[src/rtl/assert_macros.svh]
// assertion macros shared by the delay line modules
// no dependencies
`ifndef ASSERT_MACROS_SVH
`define ASSERT_MACROS_SVH
`ifndef NO_ASSERTIONS
`define ASSERT_IMPL(label, clk, rst, prop) \
  label: assert property (@(posedge clk) disable iff (rst) prop) else $error("assertion failed");
`define ASSERT_NEVER(label, clk, rst, cond) \
  label: assert property (@(posedge clk) disable iff (rst) !(cond)) else $error("never");
`else
`define ASSERT_IMPL(label, clk, rst, prop)
`define ASSERT_NEVER(label, clk, rst, cond)
`endif
`endif

[src/rtl/sfdl_pkg.sv]
// package for the smoothed feedback delay line: constants, codes, command types
// no dependencies
`default_nettype none
package sfdl_pkg;
  localparam int STORE_DEPTH_DEF = 131072;
  localparam int SAMPLE_BITS_DEF = 24;
  localparam int IO_BITS = 24;
  localparam int MOD_BITS = 16;
  localparam int CFG_IDX_BITS = 3;
  localparam int CFG_DATA_BITS = 24;

  localparam logic [CFG_IDX_BITS-1:0] REG_MODE = 3'd0;
  localparam logic [CFG_IDX_BITS-1:0] REG_TIME = 3'd1;
  localparam logic [CFG_IDX_BITS-1:0] REG_FB = 3'd2;
  localparam logic [CFG_IDX_BITS-1:0] REG_WET = 3'd3;
  localparam logic [CFG_IDX_BITS-1:0] REG_RATE = 3'd4;
  localparam logic [CFG_IDX_BITS-1:0] REG_COEF = 3'd5;

  // one datapath step per controller state
  typedef struct packed {
    logic clr;     // clearing pass write
    logic load;    // capture input, compute target
    logic smooth;  // smoother update
    logic scale;   // delay in samples
    logic rd0;     // read first tap
    logic rd1;     // read second tap
    logic interp;  // interpolate
    logic finish;  // store write, delayed sample, advance
    logic emit;    // mix into the result register
  } sfdl_cmd_t;

  typedef struct packed {
    logic clr_done;
  } sfdl_sts_t;
endpackage
`default_nettype wire

[src/rtl/sfdl_ctrl.sv]
// controller: clearing pass after reset, then a fixed step sequence per sample
// depends on sfdl_pkg and assert_macros.svh
`default_nettype none
`include "assert_macros.svh"
module sfdl_ctrl (
  input  wire logic clk,
  input  wire logic rst,
  input  wire logic in_valid,
  output logic in_ready,
  output logic out_valid,
  input  wire logic out_ready,
  input  wire sfdl_pkg::sfdl_sts_t sts,
  output sfdl_pkg::sfdl_cmd_t cmd
);
  import sfdl_pkg::*;

  typedef enum logic [3:0] {
    S_CLR, S_IDLE, S_SMOOTH, S_SCALE, S_RD0, S_RD1, S_INTERP, S_FINISH, S_OUT
  } state_t;
  state_t state;

  assign in_ready = (state == S_IDLE);

  always_comb begin
    cmd = '0;
    cmd.clr = (state == S_CLR);
    cmd.load = (state == S_IDLE) && in_valid;
    cmd.smooth = (state == S_SMOOTH);
    cmd.scale = (state == S_SCALE);
    cmd.rd0 = (state == S_RD0);
    cmd.rd1 = (state == S_RD1);
    cmd.interp = (state == S_INTERP);
    cmd.finish = (state == S_FINISH);
    cmd.emit = (state == S_OUT) && (!out_valid || out_ready);
  end

  // state and registered output valid
  always_ff @(posedge clk) begin
    if (rst) begin
      state <= S_CLR;
      out_valid <= 1'b0;
    end else begin
      if (cmd.emit) out_valid <= 1'b1;
      else if (out_ready) out_valid <= 1'b0;
      case (state)
        S_CLR: if (sts.clr_done) state <= S_IDLE;
        S_IDLE: if (in_valid) state <= S_SMOOTH;
        S_SMOOTH: state <= S_SCALE;
        S_SCALE: state <= S_RD0;
        S_RD0: state <= S_RD1;
        S_RD1: state <= S_INTERP;
        S_INTERP: state <= S_FINISH;
        S_FINISH: state <= S_OUT;
        S_OUT: if (cmd.emit) state <= S_IDLE;
        default: state <= S_IDLE;
      endcase
    end
  end

  `ASSERT_IMPL(a_no_accept_in_clear, clk, rst, (state == S_CLR) |-> !in_ready)
  `ASSERT_IMPL(a_finish_then_out, clk, rst, cmd.finish |=> (state == S_OUT))
  `ASSERT_IMPL(a_load_from_idle, clk, rst, cmd.load |=> (state == S_SMOOTH))
  `ASSERT_IMPL(a_out_held, clk, rst, (out_valid && !out_ready) |=> out_valid)
endmodule
`default_nettype wire

[config.mk]
export PLATFORM = sky130hd
export DESIGN_NAME = sfdl_ctrl
export DESIGN_NICKNAME = d
export VERILOG_FILES = /design/src/rtl/sfdl_pkg.sv /design/src/rtl/sfdl_ctrl.sv
export VERILOG_INCLUDE_DIRS = /design/src /design/src/rtl
export SDC_FILE = /design/constraint.sdc
export NUM_CORES = 1
export LEC_CHECK = 0
export ABC_AREA = 1
export BUFFER_PORTS_ARGS = -buffer_cell sky130_fd_sc_hd__buf_2
export CAP_MARGIN = 30
export CORE_AREA = 4 4 41 43
export CTS_CLUSTER_DIAMETER = 100
export DETAILED_ROUTE_END_ITERATION = 8
export DIE_AREA = 0 0 45 47
export PLACE_DENSITY = 0.49
export RECOVER_POWER = 25
export SETUP_SLACK_MARGIN = 0.5
export SLEW_MARGIN = 10
export SYNTH_ARGS = -nofsm -noshare
export SYNTH_HDL_FRONTEND = slang
export SYNTH_SLANG_ARGS = --single-unit
[constraint.sdc]
create_clock -name clk -period 1.75 [get_ports clk]
set_input_delay 0.525 -clock clk [delete_from_list [all_inputs] [get_ports clk]]
set_output_delay 0.525 -clock clk [all_outputs]
set_load 0.01 [all_outputs]
== Yosys cells after proc, flatten, opt, wreduce, memory -nomap -nowiden ==
Index checks and enable logic that the tools add are counted.
Word-level totals
  register bits: 5
  bits of input ports: 5
  output and inout port bits: 11
  word-level logic and storage cells: 26
Cells by class
  equal/unequal tests: 11
  mux-type cells: 6
  reduce and logical (&&, ||, !) cells: 7
Operators with widths (number)
  $pmux W4 S9: 1
  $eq A4 B3 Y1 const B: 4
  $mux W4: 3
  $eq A4 B2 Y1 const B: 2
  $ne A2 B2 Y1 const B: 3
  $eq A4 B1 Y1 const B: 1
  $eq A4 B4 Y1 const B: 1
  $logic_not A4 Y1: 1
  $reduce_and A3 Y1: 1
  $logic_and A1 B1 Y1: 2
  $mux W1: 2
  $reduce_bool A2 Y1: 1
  $logic_not A1 Y1: 1
  $logic_or A1 B1 Y1: 1

== Longest topological paths before layout ==
  depth in word-level cells: 5
  mapped depth: 6
  gate-level depth less buffers: 6

== Least setup slack after synthesis ==
OpenSTA, ideal clock, no wires.
  path kind: flip-flop to output port
  start: register state[2]
  end: output cmd[6] (netlist name)
  arrival time: 0.827 ns
  required time: 1.225 ns
  path slack: 0.398 ns
  cell stages (with the launch flop): 4
  buffers on the path: 0
  path through: dfxtp_1 -> nor2_2 -> inv_1 -> nor3_1
RTL lines
  from (decl): RTL line sfdl_ctrl.sv:20  | state_t state;
  from (signal assigned): RTL line sfdl_ctrl.sv:40  | state <= S_CLR;
  from (signal assigned): RTL line sfdl_ctrl.sv:46  | S_CLR: if (sts.clr_done) state <= S_IDLE;
  from (signal assigned): RTL line sfdl_ctrl.sv:47  | S_IDLE: if (in_valid) state <= S_SMOOTH;
  to (decl): RTL line sfdl_ctrl.sv:13  | output sfdl_pkg::sfdl_cmd_t cmd

==> reports/metrics.cfg <==
[sta]
period_needed_ns = 1.618
relSlewSlack_pct = 88.23
setup_viol = 0
final.setup.worst_slack_ns = 0.1320
rsz0062_at_grt = true
clock_skew_ns = 0.003040
drv_slew = 0
final-hold-violation-count = 0
setup_tns_ns = 0
timing.final.crit_share_pct = 92.45
fmax_mhz = 618.1
worst_pin_slew_ns = 0.1761

[floorplan]
die_h_um = 47
design.core.area_um2 = 1301
die-area_um2 = 2115
fp.dieW_um = 45
design.portCount = 16
initial_core_util_pct = 23.08
rows = 13

[pwr]
power_density_nw_per_um2 = 680.9
swShare_pct = 31.38
total_power_mw = 0.3808
p_leak_nw = 0.3008
max-vdd-ir-drop_v = 0.0002854
p_clk_share_pct = 34.3
power.internal_mw = 0.2613
p_switching_mw = 0.1195
pwr-share-seq_pct = 35.5
combPwrFrac_pct = 30.2

[drt]
vias_per_cell = 4.571
drt_wl_total_um = 942
post_drt_wl_per_cell_um = 10.35
dr.pass1.iters = 5
drtIter0Drc = 5
vias = 416
drc_errors = 0
ant_nets = 0

[synth]
syn_area_um2 = 300.3
ys_warn_count = 0
synth.avg_cell_area_um2 = 6.128
synth_top_area_share_pct = 33.33
synthTopCellsByArea = dfxtp_1 (33%), nor2_1 (13%), inv_1 (11%)
ys_seq_elements = 5
synth.yosys.seq_area_share_pct = 33.33
synth_fp_nets = 54
ys_types = 11
yosysTopAreaCell = dfxtp_1
syn_inst = 49

[placed_design]
portBuffers = 15
dp.cells = 79
preCtsSetupSlack_ns = 0.2811
gp_congestion = 0.7174
dp_hpwl_um = 613.7

[finish]
final_nets = 82
drive_gt1_share_pct = 64.47
fillers = 145
antenna_cells = 0
final_util_pct = 42.98
fin_cells = 91
syn_to_final_growth_pct = 86.25

[setup_path]
critPathMaxFanout = 5
crit_path_end_kind = primary output
start_kind = register
critical_path_class = reg2out
crit_arrival_ns = 1.09
cp.required_ns = 1.22

[global_route]
grt_first_pass_wirelength_mm = 1.414
grt_pass1_vias = 369
grt_max_degree = 7
grt_overflow_total = 0
track_usage_pct = 9.479
antenna_found_initial = 0

[cts]
postCtsHoldBufs = 0
clockBufferDepth = 2
cts_tree = built
cts.sinks = 5
clk_latency_ns = 0.24
h-tree-depth = 1
cts_inserted_buffers = 3
root_buffer = clkbuf_4
clkTransAtPathRegs_ns = 0.04

[min_path]
hp-class = in2reg

[outcome]
status = completed

[flow_run]
cap_violations = 0

==> stage by stage <==
| step | hold WS [ns] | instance area [µm²] |
|---|---|---|
| finish | 0.5104 | 559.3 |
| CTS | 0.4922 | 515.5 |
| floorplan | 0.5007 | 326.6 |
| detailed placement | 0.5439 | 420.4 |
| global route | 0.5117 | 559.3 |
| global placement | 0.5482 | 420.4 |
==> power by group through the flow <==
stage / logic, mW / registers [mW] / clock network, mW
finish: 0.115 / 0.135 / 0.131
global route: 0.128 / 0.137 / 0.146
CTS: 0.102 / 0.135 / 0.139
detailed placement: 0.0873 / 0.137 / 0
global placement: 0.0870 / 0.136 / 0
floorplan: 0.0599 / 0.134 / 0
==> logic make-up after synthesis <==
kind of cell    synth area share, %
buf+inv                       13.75
flops                         33.33
compound gates                3.333
simple gates                  49.58
==> cells in the mapped netlist <==
library cell	count
nand3b_1	2
nor2_2	3
dfxtp_1	5
nand3_2	1
a21oi_1	2
nor2_1	10
nand2_1	6
nor3_1	4
inv_2	2
inv_1	9
nand3_1	5
==> routing by layer <==
| metal | up-vias | wire length [µm] | track usage [%] |
|---|---|---|---|
| met2 | 27 | 416 | 14.12 |
| li1 | 208 | - | - |
| met5 | - | 0 | 0 |
| met1 | 179 | 417 | 11.82 |
| met4 | 0 | 12 | 7.018 |
| met3 | 2 | 96 | 2.299 |
==> layout make-up <==
| cell class | instances | area, µm² | share of cell area [%] |
|---|---|---|---|
| multi-input combinational | 33 | 216.5 | 38.70 |
| timing repair buffer | 23 | 135.1 | 24.16 |
| sequential | 5 | 116.4 | 20.81 |
| inverter | 11 | 46.29 | 8.277 |
| clock buffer | 4 | 26.28 | 4.698 |
| tap | 15 | 18.77 | 3.356 |
==> registers in the layout (all words and copies together) (netlist names) <==
| register | count |
|---|---|
| state | 4 |
| out_valid | 1 |
==> final timing paths <==
kind                            startpoint  slack, ns   endpoint  depth (start not counted)
worst max register to register    state[2]       0.57   state[0]                          7
worst min register to register    state[2]       0.57   state[2]                          2
worst max-delay path              state[2]       0.13     cmd[6]                          4
worst min-delay path                   rst       0.51  out_valid                          2
==> placed cells by master (no fill, tap or decap) <==
master / count
clkbuf_4: 3
inv_1: 7
nand2_4: 1
nor2_1: 6
nand3_1: 5
nor2_2: 3
buf_2: 15
inv_2: 3
dfxtp_2: 1
clkbuf_1: 1
inv_6: 1
nand2_1: 3
buf_4: 8
nand2_2: 2
a21oi_1: 2
nand3b_1: 2
nor3_2: 3
nor3_1: 1
nand3_2: 1
nor2_4: 4
dfxtp_4: 4
==> worst max-delay path: stages, from the launching register on <==
cell and delay, ns:
dfxtp_4 0.37, nor2_4 0.19, inv_2 0.06, nor3_2 0.09
buf_2 0.14
==> repair_timing <==
item / 4_1_cts / 5_1_grt
resized for setup: 14 / 7
pin swaps: 4 / 8
setup buffers: 5 / 3
gates cloned: 0 / 0
endpoints found under the setup margin: 10 / 11
(Power assumes the default switching activity.)
